--- config.mk ---
export PLATFORM = sky130hd
export DESIGN_NAME = sm4_sbox_affine_inverse_unit_flat
export DESIGN_NICKNAME = d
export VERILOG_FILES = /design/src/sv/sm4sb_pkg.sv /design/src/sv/sm4sb_in_if.sv /design/src/sv/sm4sb_out_if.sv /design/src/sv/sm4sb_gf_mul.sv /design/src/sv/sm4_sbox_affine_inverse_unit.sv /design/src/flat_wrapper.sv
export SDC_FILE = /design/constraint.sdc
export NUM_CORES = 1
export LEC_CHECK = 0
export BUFFER_PORTS_ARGS = -buffer_cell sky130_fd_sc_hd__clkbuf_2
export CAP_MARGIN = 15
export CORE_MARGIN = 1
export CORE_UTILIZATION = 60
export CTS_CLUSTER_SIZE = 12
export DETAILED_ROUTE_END_ITERATION = 16
export MAX_ROUTING_LAYER = met4
export PLACE_DENSITY = 0.79
export SLEW_MARGIN = 30
export SYNTH_ARGS = -nofsm -noshare
export SYNTH_HDL_FRONTEND = slang
export SYNTH_HIERARCHICAL = 1
export SYNTH_SLANG_ARGS = --single-unit
--- constraint.sdc ---
create_clock -name clk_i -period 5.9 [get_ports clk_i]
set_input_delay 1.18 -clock clk_i [delete_from_list [all_inputs] [get_ports clk_i]]
set_output_delay 1.18 -clock clk_i [all_outputs]
set_load 0.03 [all_outputs]
--- src/sv/sm4sb_pkg.sv ---
// ----------------------------------------------------------------------------
// SM4 S-box package
// Field and affine constants, sequencer state type and the affine map.
// ----------------------------------------------------------------------------
package sm4sb_pkg;

  localparam logic [7:0] AFFINE_ROW = 8'hA7;
  localparam logic [7:0] AFFINE_ADD = 8'hD3;
  localparam logic [8:0] FIELD_POLY = 9'h1F5;
  localparam logic [7:0] MSB_MASK   = 8'h80;

  // v^254 as six (square, multiply) pairs and one final square
  localparam int unsigned         INV_STEPS = 13;
  localparam int unsigned         STEP_W    = $clog2(INV_STEPS);
  localparam logic [STEP_W-1:0]   LAST_STEP = STEP_W'(INV_STEPS - 1);

  typedef enum logic [1:0] {
    ST_IDLE = 2'b01,
    ST_RUN  = 2'b10
  } sm4sb_state_e;

  // Bit i is the parity of v masked by the row rotated left i places
  function automatic logic [7:0] affine_map(input logic [7:0] v);
    logic [7:0] row;
    logic [7:0] res;
    res = '0;
    for (int i = 0; i < 8; i++) begin
      row    = (AFFINE_ROW << i) | (AFFINE_ROW >> (8 - i));
      res[i] = ^(v & row);
    end
    return res ^ AFFINE_ADD;
  endfunction

endpackage

--- src/sv/sm4sb_in_if.sv ---
// ----------------------------------------------------------------------------
// SM4 S-box input channel
// Valid/ready request channel carrying one byte to substitute.
// ----------------------------------------------------------------------------
interface sm4sb_in_if;
  logic       valid;
  logic       ready;
  logic [7:0] byte_in;

  modport source (output valid, output byte_in, input ready);
  modport sink   (input valid, input byte_in, output ready);
endinterface

--- src/sv/sm4sb_out_if.sv ---
// ----------------------------------------------------------------------------
// SM4 S-box output channel
// Valid/ready request channel carrying one substituted byte.
// ----------------------------------------------------------------------------
interface sm4sb_out_if;
  logic       valid;
  logic       ready;
  logic [7:0] byte_out;

  modport source (output valid, output byte_out, input ready);
  modport sink   (input valid, input byte_out, output ready);
endinterface

--- src/sv/sm4sb_gf_mul.sv ---
// ----------------------------------------------------------------------------
// SM4 S-box field multiplier
// GF(2^8) product modulo x^8+x^7+x^6+x^5+x^4+x^2+1, shift-and-add form.
// ----------------------------------------------------------------------------
module sm4sb_gf_mul
  import sm4sb_pkg::*;
(
  input  logic [7:0] a_i,
  input  logic [7:0] b_i,
  output logic [7:0] p_o
);

  always_comb begin
    logic [7:0] acc;
    logic [7:0] sh;
    acc = '0;
    sh  = a_i;
    for (int i = 0; i < 8; i++) begin
      if (b_i[i]) begin
        acc = acc ^ sh;
      end
      // reduce when the shifted operand overflows past bit 7
      sh = ((sh & MSB_MASK) != '0) ? ({sh[6:0], 1'b0} ^ FIELD_POLY[7:0])
                                   : {sh[6:0], 1'b0};
    end
    p_o = acc;
  end

endmodule

--- src/sv/sm4_sbox_affine_inverse_unit.sv ---
// ----------------------------------------------------------------------------
// SM4 S-box, affine-inverse-affine
// One shared GF(2^8) multiplier forms the inverse as v^254 under a sequencer.
// ----------------------------------------------------------------------------
// The sequencer runs 13 multiplier steps; the last one stalls while the output is full.
// A new byte is taken only in idle, after the previous one has finished.
// A finished byte waits in the output register while the next one runs.
// Reset (rst_ni low, asynchronous) empties the output and returns to idle.
module sm4_sbox_affine_inverse_unit
  import sm4sb_pkg::*;
(
  input  logic        clk_i,
  input  logic        rst_ni,
  sm4sb_in_if.sink    in_i,
  sm4sb_out_if.source out_o
);

  sm4sb_state_e      state_q, state_d;
  logic [STEP_W-1:0] step_q, step_d;
  logic [7:0]        v_q, v_d;
  logic [7:0]        r_q, r_d;
  logic              out_valid_q, out_valid_d;
  logic [7:0]        out_data_q, out_data_d;
  logic [7:0]        mul_b;
  logic [7:0]        mul_p;
  logic              in_fire;
  logic              finish;

  // even steps square, odd steps multiply by the affine-mapped input
  assign mul_b = step_q[0] ? v_q : r_q;

  sm4sb_gf_mul u_mul (
    .a_i (r_q),
    .b_i (mul_b),
    .p_o (mul_p)
  );

  assign in_i.ready     = (state_q == ST_IDLE);
  assign in_fire        = in_i.valid && in_i.ready;
  assign finish         = (state_q == ST_RUN) && (step_q == LAST_STEP)
                          && (!out_valid_q || out_o.ready);
  assign out_o.valid    = out_valid_q;
  assign out_o.byte_out = out_data_q;

  always_comb begin
    state_d     = state_q;
    step_d      = step_q;
    v_d         = v_q;
    r_d         = r_q;
    out_valid_d = out_valid_q;
    out_data_d  = out_data_q;

    if (out_valid_q && out_o.ready) begin
      out_valid_d = 1'b0;
    end

    case (state_q)
      ST_IDLE: begin
        if (in_fire) begin
          v_d     = affine_map(in_i.byte_in);
          r_d     = affine_map(in_i.byte_in);
          step_d  = '0;
          state_d = ST_RUN;
        end
      end
      ST_RUN: begin
        if (step_q != LAST_STEP) begin
          r_d    = mul_p;
          step_d = step_q + 1'b1;
        end else if (finish) begin
          // hold the last square until the output register is free
          out_valid_d = 1'b1;
          out_data_d  = affine_map(mul_p);
          state_d     = ST_IDLE;
        end
      end
      default: begin
        state_d = ST_IDLE;
      end
    endcase
  end

  always_ff @(posedge clk_i or negedge rst_ni) begin
    if (!rst_ni) begin
      state_q     <= ST_IDLE;
      step_q      <= '0;
      out_valid_q <= 1'b0;
    end else begin
      state_q     <= state_d;
      step_q      <= step_d;
      out_valid_q <= out_valid_d;
    end
  end

  always_ff @(posedge clk_i) begin
    v_q        <= v_d;
    r_q        <= r_d;
    out_data_q <= out_data_d;
  end

`ifndef NO_ASSERTIONS
  a_start_run: assert property (@(posedge clk_i) disable iff (!rst_ni)
    in_fire |=> (state_q == ST_RUN) && (step_q == '0))
    else $error("sequencer did not start at step zero");

  a_step_range: assert property (@(posedge clk_i) disable iff (!rst_ni)
    (state_q == ST_RUN) |-> (step_q <= LAST_STEP))
    else $error("step counter ran past the last step");

  a_result_after_last: assert property (@(posedge clk_i) disable iff (!rst_ni)
    $rose(out_valid_q) |-> ($past(state_q) == ST_RUN) && ($past(step_q) == LAST_STEP))
    else $error("result issued before the power chain completed");

  a_nonzero_power: assert property (@(posedge clk_i) disable iff (!rst_ni)
    ((state_q == ST_RUN) && (v_q != '0)) |-> (r_q != '0))
    else $error("power of a nonzero field element became zero");
`endif

endmodule

--- src/flat_wrapper.sv ---
// flat-port wrapper written by rule: the top's interface ports become plain ports
module sm4_sbox_affine_inverse_unit_flat import sm4sb_pkg::*;
  (clk_i, rst_ni, in_i_valid, in_i_byte_in, in_i_ready, out_o_valid, out_o_byte_out, out_o_ready);
  sm4sb_in_if in_i_i ();
  sm4sb_out_if out_o_i ();
  input  logic clk_i;
  input  logic rst_ni;
  input wire logic [$bits(in_i_i.valid)-1:0] in_i_valid;
  input wire logic [$bits(in_i_i.byte_in)-1:0] in_i_byte_in;
  output wire logic [$bits(in_i_i.ready)-1:0] in_i_ready;
  output wire logic [$bits(out_o_i.valid)-1:0] out_o_valid;
  output wire logic [$bits(out_o_i.byte_out)-1:0] out_o_byte_out;
  input wire logic [$bits(out_o_i.ready)-1:0] out_o_ready;
  assign in_i_i.valid = in_i_valid;
  assign in_i_i.byte_in = in_i_byte_in;
  assign in_i_ready = in_i_i.ready;
  assign out_o_valid = out_o_i.valid;
  assign out_o_byte_out = out_o_i.byte_out;
  assign out_o_i.ready = out_o_ready;
  sm4_sbox_affine_inverse_unit u_core (.clk_i(clk_i), .rst_ni(rst_ni), .in_i(in_i_i), .out_o(out_o_i));
endmodule
==> results.yml, run 1 <==
outcome:
  status: "finished, final reports clean"
cts:
  postCtsHoldBufs: 0
  cts_buffers: 5
  cts_max_level: 2
  path_clk_slew_ns: 0.06
  postCtsSetupBuffers: 0
  clk_latency_ns: 0.28
  clockBufferDepth: 2
  cts_tree: "yes"
  clock-sinks: 31
  cts_resized: 0
  root_buffer: "clkbuf_8"
die:
  start_util_pct: 63.9
  die_area_um2: 5920
  core_um2: 5270
  die_y_um: 76.9
  rows: 26
  die_w_um: 76.9
  io_pins: 22
drt:
  ant_nets: 0
  drt_iter0_drc: 297
  drc: 0
  routedWlPerCell_um: 16.4
  wirelength_um: 7020
  dr_total_vias: 2491
  drt_pass1_iterations: 5
  via_per_inst: 5.81
critical_path:
  r2r_end: "u_core/out_o.byte_out[6]$_DFFE_PP_"
  cpMaxStageDelayCell: "edfxtp_1"
  path_cells: "mux2_2, nor2b_1, xnor2_1, a21oi_1, xnor2_1, xnor3_1, xnor2_1, xor2_1, xor2_1, xnor2_1"
  endpoint_kind: "register"
  cp_top_family: "XOR/XNOR gates"
  r2r_cells: 10
  crit_type: "register to register"
  worstPathArrival_ns: 3.73
  regToRegSetupSlack_ns: 2.17
  slowest_delay_ns: 0.70
  start_kind: "register"
  cp_max_fo: 15
  crit_buf_inv: 0
  path_common_cell: "xnor2_1"
  reg2reg_from: "u_core/r_q[2]$_DFFE_PP_"
  required_ns: 5.90
placed_design:
  placed_cell_area_um2: 3420
  gp_congestion: 0.899
  dp_cells: 420
  portBuffers: 21
  dp_hpwl_um: 5130
synth:
  ys_seq_area_share_pct: 26.6
  synthFlopType: "edfxtp_1"
  syn_nets: 373
  synth_area_um2: 3370
  synthCells: 357
  synth_edf_count: 24
  syn_avg_cell_area_um2: 9.43
  ys_ff_latch: 31
  yosys_warnings: 6
  async_reset_ff_share_pct: 22.6
  synth_cell_type_count: 50
cells_and_area:
  diodes: 0
  finalInstanceArea_um2: 3510
  area_growth_pct: 4.27
  final_cells: 429
  drive_gt1_share_pct: 16.2
  layout.nets: 374
  fillCellCount: 434
hold_path:
  worstHoldStart: "u_core/state_q[0]$_DFFE_PN1P_"
  whs_path_depth: 1
  holdPathEnd: "u_core/state_q[0]$_DFFE_PN1P_"
  hold_path.class: "register to register"
global_route:
  grt_pass1_vias: 2369
  grt_pass1_wl_um: 11800
  grt_max_degree: 26
  gr-total-overflow: 0
  grt_use_total_pct: 26.1
  antenna_found_initial: 0
timing:
  fin_skew_ns: 0.00602
  final-hold-violation-count: 0
  timing.slew.headroom_pct: 41.1
  maxSlewViolCount: 0
  finalSetupViolCount: 0
  rsz0062_at_grt: "false"
  fmax_mhz: 268
  tightest_slew_ns: 0.884
  fin_setup_tns_ns: 0
  post-route-period-util_pct: 63.2
  post-route-min-period_ns: 3.73
run:
  maxCapViolCount: 0
layout by cell type, fill, tap and decap left out, types with 11 or more instances in the layout:
cell,count
xnor2_1,80
nand2_1,42
xor2_1,24
edfxtp_1,24
clkbuf_2,21
mux2_2,16
nor2_1,14
inv_1,12
nand3_1,11
o21ai_0,11
area by class of cell:
cell class                      count  area (um2)  share of cell area, %
Multi-Input combinational cell    284        2280                   64.9
Sequential cell                    31         897                   25.6
Timing Repair Buffer               22         116                   3.31
Tap cell                           70        87.6                   2.49
Clock buffer                        8        80.1                   2.28
Inverter                           14        52.6                   1.50
Yosys cell counts (3+ instances only):
library cell / n / area [um2]
nand4_1: 3 / 18.8
buf_4: 6 / 45.0
xor2_1: 24 / 210
mux2i_1: 6 / 60.1
o22ai_1: 5 / 31.3
nand3_1: 11 / 55.1
nand2b_1: 7 / 43.8
nor2b_1: 3 / 18.8
buf_2: 4 / 20.0
nand2_1: 42 / 158
o21ai_0: 11 / 55.1
clkbuf_1: 16 / 60.1
ha_1: 4 / 50.1
mux2_2: 16 / 180
nor2_1: 14 / 52.6
inv_1: 12 / 45.0
xnor3_1: 7 / 158
xnor2_2: 5 / 81.3
a21oi_1: 10 / 50.1
a211oi_1: 5 / 37.5
edfxtp_1: 24 / 721
dfrtp_1: 6 / 150
xnor2_1: 80 / 701
state kept, by name (all words and copies together) (netlist names):
signal                 cells
u_core/step_q              4
u_core/out_o.valid         1
u_core/v_q                 8
u_core/state_q             2
u_core/r_q                 8
u_core/out_o.byte_out      8
logic make-up after synthesis:
group | after synthesis | share of synthesized area, %
DFF | 31 | 26.6
AOI/OAI and AO/OA | 50 | 9.96
and+or+nand+nor | 86 | 11.5
xor gates and xnor gates | 120 | 36.6
buffers and inverters | 42 | 5.72
adders and majority gates | 4 | 1.49
muxes | 24 | 8.03
metrics by stage:
stage / utilization [%] / hold slack (ns) / setup slack (ns)
floorplan: - / 0.503 / 2.68
global placement: 64.9 / 0.516 / 2.33
detailed placement: 64.9 / 0.517 / 2.12
CTS: 66.4 / 0.526 / 2.08
global route: 66.6 / 0.556 / 1.92
finish: 66.6 / 0.523 / 2.17
metal layers:
| metal | vias to the layer above | global-route usage [%] | share of wire (%) |
|---|---|---|---|
| li1 | 1201 | - | - |
| met2 | 85 | 41.3 | 49 |
| met3 | 8 | 3.81 | 4.4 |
| met1 | 1197 | 35.2 | 46 |
| met5 | - | - | 0 |
| met4 | 0 | 6.54 | 0.93 |
worst max-delay path by stage:
stage	startpoint	end	slack (ns)	cells past startpoint
floorplan	u_core/step_q[0]$_DFFE_PN0P_	u_core/out_o.byte_out[6]$_DFFE_PP_	2.68	12
global placement	u_core/r_q[6]$_DFFE_PP_	u_core/out_o.byte_out[6]$_DFFE_PP_	2.33	9
detailed placement	u_core/r_q[6]$_DFFE_PP_	u_core/out_o.byte_out[6]$_DFFE_PP_	2.12	9
CTS	u_core/r_q[6]$_DFFE_PP_	u_core/out_o.byte_out[6]$_DFFE_PP_	2.08	9
global route	u_core/r_q[2]$_DFFE_PP_	u_core/out_o.byte_out[6]$_DFFE_PP_	1.92	10
finish	u_core/r_q[2]$_DFFE_PP_	u_core/out_o.byte_out[6]$_DFFE_PP_	2.17	10
Power of run 1 is not shown: default switching activity piles up to over one toggle a cycle in this logic, so the estimate is an artifact.
==> inputs of run 2 (changes only) <==
--- a/config.mk
+++ b/config.mk
@@ -8,11 +8,11 @@
 export BUFFER_PORTS_ARGS = -buffer_cell sky130_fd_sc_hd__clkbuf_2
 export CAP_MARGIN = 15
 export CORE_MARGIN = 1
-export CORE_UTILIZATION = 60
+export CORE_UTILIZATION = 56
 export CTS_CLUSTER_SIZE = 12
 export DETAILED_ROUTE_END_ITERATION = 16
 export MAX_ROUTING_LAYER = met4
-export PLACE_DENSITY = 0.79
+export PLACE_DENSITY = 0.77
 export SLEW_MARGIN = 30
 export SYNTH_ARGS = -nofsm -noshare
 export SYNTH_HDL_FRONTEND = slang
==> constraint.sdc (replaced) <==
create_clock -name clk_i -period 3.2 [get_ports clk_i]
set_input_delay 0.64 -clock clk_i [delete_from_list [all_inputs] [get_ports clk_i]]
set_output_delay 0.64 -clock clk_i [all_outputs]
set_load 0.03 [all_outputs]
==> run 2 against run 1 <==
Compared with the run above: worst hold slack got worse by 0.35 ns; global-route usage grew 2.2 points; flip-flop and latch count did not move; via count increased by 9.0%; critical path depth grew 1; register-to-register slack worse by 2.1 ns; die area up 7.0%; clock skew up 0.0071 ns; maximum frequency rose by 20%; wire length up 18%; sequential share of layout area fell by 2.5 points; design area grew 11%; critical path type unchanged; largest cell class unchanged; highest routed layer unchanged.
==> results.yml, run 2 (same netlist as run 1, synthesis figures left out) <==
timing:
  fin_skew_ns: 0.0131
  final-hold-violation-count: 0
  post-route-period-util_pct: 96.9
  fmax_mhz: 322
  finalSetupViolCount: 0
  timing.slew.headroom_pct: 41.1
  post-route-min-period_ns: 3.10
  maxSlewViolCount: 0
  tightest_slew_ns: 0.877
global_route:
  grt_use_total_pct: 28.4
  grt_pass1_vias: 2646
  grt_pass1_wl_um: 13200
  grt_max_degree: 19
  antenna_found_initial: 0
  gr-total-overflow: 0
cells_and_area:
  final_common_cell: "xnor2_1"
  fillCellCount: 425
  final_util_pct: 69.0
  final_cell_mix: "xnor2_1, nand2_1, buf_4"
  diodes: 0
  layout.nets: 408
  regArea_um2: 898
  area_growth_pct: 15.5
  drive_gt1_share_pct: 26.5
  multi_input_area_um2: 2330
die:
  die_w_um: 79.5
  rows: 27
  die_area_um2: 6330
  io_pins: 22
  start_util_pct: 59.7
  die_y_um: 79.5
  core_um2: 5640
drt:
  drt_pass1_iterations: 5
  ant_nets: 0
  drc: 0
  wirelength_um: 8280
  dr_total_vias: 2714
  routedWlPerCell_um: 17.8
  via_per_inst: 5.84
  drt_iter0_drc: 353
run:
  maxCapViolCount: 0
critical_path:
  required_ns: 3.23
  crit_type: "register to register"
  endpoint_kind: "register"
  start_kind: "register"
  worstPathArrival_ns: 3.13
  cp_max_fo: 11
hold_path:
  hold_path.class: "input pin to async pin"
placed_design:
  gp_congestion: 1.01
  dp_hpwl_um: 6050
  portBuffers: 21
cts:
  cts_buffers: 5
  cts_tree: "yes"
  path_clk_slew_ns: 0.08
  root_buffer: "clkbuf_8"
  clock-sinks: 31
  clockBufferDepth: 2
  clk_latency_ns: 0.29
  postCtsHoldBufs: 0
  cts_max_level: 2
outcome:
  status: "finished, final reports clean"
-- run 2: changes by cell type in the layout (fill, tap and decap cells not counted), moves of 3 or more --
cell / delta
buf_12: +3
buf_4: +32
clkbuf_1: -3
xnor2_1: -4
xnor2_2: +4
xor2_1: -3
xor2_2: +3
-- run 2: final cells by class --
type,instances,share of cell area [%]
clock inverter,3,1.13
tap,72,2.32
inverter,14,1.35
timing repair buffer,56,10.4
multi-input combinational,284,59.9
clock buffer,5,1.77
sequential,31,23.1
-- run 2: worst max-delay path: stages (launching register included) --
cell      delay (ns)
edfxtp_1        0.48
buf_4           0.21
buf_12          0.14
xnor2_2         0.17
xnor2_1         0.32
nand2_1         0.14
xnor3_1         0.36
xor2_1          0.18
xnor2_1         0.32
xor2_1          0.21
xnor2_1         0.13
xnor2_1         0.18
-- run 2: what timing repair did --
action	CTS	global route
setup buffers	0	2
pin swaps	0	3
setup endpoints to repair	2	7
resized for setup	1	8
-- run 2: final timing paths --
check,startpoint,to,slack (ns),cells past startpoint
max,u_core/r_q[5]$_DFFE_PP_,u_core/out_o.byte_out[3]$_DFFE_PP_,0.1,11
min,rst_ni,u_core/state_q[1]$_DFFE_PN0P_,0.18,1
max reg2reg,u_core/r_q[5]$_DFFE_PP_,u_core/out_o.byte_out[3]$_DFFE_PP_,0.1,11
min reg2reg,u_core/state_q[0]$_DFFE_PN1P_,u_core/state_q[0]$_DFFE_PN1P_,0.53,1
max in group asynchronous,rst_ni,u_core/state_q[0]$_DFFE_PN1P_,2.78,1
min in group clk_i,u_core/state_q[0]$_DFFE_PN1P_,u_core/state_q[0]$_DFFE_PN1P_,0.53,1
-- run 2: per-layer routing --
layer | GRT usage, % | up-vias | share of wire (%)
met5 | - | - | 0
met4 | 10.9 | 0 | 2.3
met3 | 4.91 | 24 | 6.8
met2 | 45.6 | 129 | 49
met1 | 35.5 | 1301 | 42
li1 | - | 1260 | -
-- run 2: through the flow --
stage / cells / setup WS (ns) / cell area [um2] / TNS [ns] / hold WS, ns
6_report: 465 / 0.0990 / 3890 / 0 / 0.178
5_1_grt: 465 / -0.0304 / 3890 / -0.0550 / 0.176
4_1_cts: 463 / 0.0612 / 3830 / 0 / 0.173
3_5_place_dp: 455 / 0.0473 / 3710 / 0 / 0.489
3_3_place_gp: 455 / 0.127 / 3710 / 0 / 0.490
2_1_floorplan: 357 / 0.116 / 3370 / 0 / 0.344
Power of run 2 is left out for the same reason.
==> inputs of run 3 (changes only) <==
--- a/config.mk
+++ b/config.mk
@@ -5,14 +5,15 @@
 export SDC_FILE = /design/constraint.sdc
 export NUM_CORES = 1
 export LEC_CHECK = 0
+export ABC_AREA = 1
 export BUFFER_PORTS_ARGS = -buffer_cell sky130_fd_sc_hd__clkbuf_2
 export CAP_MARGIN = 15
-export CORE_MARGIN = 1
-export CORE_UTILIZATION = 56
+export CORE_MARGIN = 5
+export CORE_UTILIZATION = 57
 export CTS_CLUSTER_SIZE = 12
 export DETAILED_ROUTE_END_ITERATION = 16
 export MAX_ROUTING_LAYER = met4
-export PLACE_DENSITY = 0.77
+export PLACE_DENSITY = 0.78
 export SLEW_MARGIN = 30
 export SYNTH_ARGS = -nofsm -noshare
 export SYNTH_HDL_FRONTEND = slang
==> run 3 against run 2 <==
Compared with the run above: worst hold slack improved by 0.0090 ns; largest cell class unchanged; count of clock-buffer cells in the layout rose by 1; synthesized area grew 20%; maximum frequency increased by 6.9%; highest routed layer unchanged; first-iteration DRC count down 15%.
==> results.yml, run 3 <==
outcome:
  status: "finished, final reports clean"
drt:
  dr_total_vias: 4009
  maxUsedRoutingLayer: "met4"
  ant_nets: 0
  drc: 0
  via_per_inst: 5.16
  wirelength_um: 9840
  routedWlPerCell_um: 12.7
  wl_met3_um: 481
  drt_iter0_drc: 301
  route.met2.wl_um: 4990
  wl_met1_um: 4070
  drt_pass1_iterations: 5
critical_path:
  endpoint_kind: "register"
  required_ns: 3.24
  reg2reg_from: "u_core/r_q[7]$_DFFE_PP_"
  worstPathArrival_ns: 2.94
  crit_buf_inv: 1
  cpMaxStageDelayCell: "xnor2_1"
  cp_top_family: "XOR/XNOR gates"
  crit_type: "register to register"
  path_common_cell: "nand2_1"
  slowest_delay_ns: 0.69
  path_cells: "inv_2, nand2_1, nand2_2, nand2_4, nand2_8, nand2_1, xnor2_1, xor2_1, xnor2_1, xor2_1, nand2_1, nand2_1, xor2_1"
  regToRegSetupSlack_ns: 0.30
  cp-startpoint: "u_core/r_q[7]$_DFFE_PP_"
  cp_max_fo: 9
  start_kind: "register"
global_route:
  gr-total-overflow: 0
  grt_max_degree: 15
  grt_pass1_vias: 3623
  antenna_found_initial: 0
  grt_use_total_pct: 23.5
  grt_pass1_wl_um: 16100
placed_design:
  gp_congestion: 0.960
  dp_hpwl_um: 8020
  portBuffers: 21
cells_and_area:
  final_common_cell: "nand2_1"
  area_growth_pct: 10.3
  layout.nets: 696
  final_cell_mix: "nand2_1, nand3_1, inv_1"
  diodes: 0
  drive_gt1_share_pct: 21.6
cts:
  cts_buffers: 5
  clockBufferDepth: 2
  clock-sinks: 31
  path_clk_slew_ns: 0.07
  cts_max_level: 2
  root_buffer: "clkbuf_8"
  clk_latency_ns: 0.28
  cts_tree: "yes"
synth:
  synthTopCellsByCount: "nand2_1, nand3_1, inv_1"
  synth.area.top_cells: "nand2_1, edfxtp_1, nand3_1"
  yosysMostFrequentCell: "nand2_1"
  ys_ff_latch: 31
  ys_seq_area_share_pct: 22.3
  syn_nets: 661
  yosysTopAreaCellShare_pct: 23.9
  syn_avg_cell_area_um2: 6.24
  yosys_warnings: 6
  synthFlopType: "edfxtp_1"
  synthCells: 645
  yosys.area.top_type: "nand2_1"
  synth_edf_count: 24
  synth_cell_type_count: 39
  synth_area_um2: 4020
  async_reset_ff_share_pct: 22.6
hold_path:
  hold_path.class: "input pin to async pin"
timing:
  tightest_slew_ns: 0.837
  fin_setup_tns_ns: 0
  fin_skew_ns: 0.0107
  post-route-period-util_pct: 90.7
  finalSetupViolCount: 0
  maxSlewViolCount: 0
  timing.slew.headroom_pct: 43.8
  rsz0062_at_grt: "false"
  final-hold-violation-count: 0
  fmax_mhz: 345
  post-route-min-period_ns: 2.90
die:
  io_pins: 22
  core_um2: 6830
  die_area_um2: 8840
  rows: 30
  die_y_um: 94.0
  die_w_um: 94.0
  start_util_pct: 58.9
run:
  maxCapViolCount: 0
==> run 3: layout make-up <==
| cell class | instances | area (um2) |
|---|---|---|
| clock buffer | 6 | 82.6 |
| clock inverter | 2 | 35.0 |
| fill | 678 | 2390 |
| inverter | 87 | 334 |
| multi-input combinational | 513 | 2710 |
| sequential | 31 | 897 |
| tap | 96 | 120 |
| timing repair buffer | 42 | 263 |
==> run 3: worst paths after layout <==
check,endpoint,depth (start not counted)
setup / recovery,u_core/out_o.byte_out[0]$_DFFE_PP_,13
hold / removal,u_core/step_q[1]$_DFFE_PN0P_,1
setup reg to reg,u_core/out_o.byte_out[0]$_DFFE_PP_,13
hold reg to reg,u_core/state_q[0]$_DFFE_PN1P_,2
max in group asynchronous,u_core/state_q[0]$_DFFE_PN1P_,1
min in group clk_i,u_core/state_q[0]$_DFFE_PN1P_,2
==> run 3: worst register-to-register path: cells and delay by family, from the launching register on <==
family        cells  cell delay, ns
xor+xnor          5            1.31
buf+inv           1            0.22
flops             1            0.49
simple gates      7            0.67
==> run 3: metal layers <==
layer / up-vias / track usage, %
met3: 27 / 2.00
met5: - / -
met1: 1805 / 27.2
met2: 135 / 41.4
li1: 2042 / -
met4: 0 / 10.6
==> run 3: cells by family after synthesis <==
kind of cell,Yosys count,share of synthesized area [%]
XOR/XNOR,44,11.6
buffers and inverters,101,10.5
AND/OR/NAND/NOR,446,51.7
adder cells (fa/ha/maj),4,1.24
flip-flops,31,22.3
AO/OA/AOI/OAI,19,2.61
==> run 3: what timing repair did <==
item,in CTS,in global routing
setup buffers,0,6
hold buffers,0,0
gates resized for setup,0,2
endpoints found under the setup margin,0,7
==> run 3: metrics by stage <==
stage / utilization (%) / setup WS (ns) / hold WS [ns] / std cells / instance area, um2
after floorplan: - / 0.402 / 0.344 / 645 / 4020
after global placement: 62.5 / 0.293 / 0.475 / 763 / 4270
after detailed placement: 62.5 / 0.243 / 0.488 / 763 / 4270
after CTS: 64.3 / 0.224 / 0.183 / 771 / 4390
after global routing: 65.0 / 0.0160 / 0.181 / 777 / 4440
final: 65.0 / 0.299 / 0.187 / 777 / 4440
Power of run 3 is left out for the same reason.
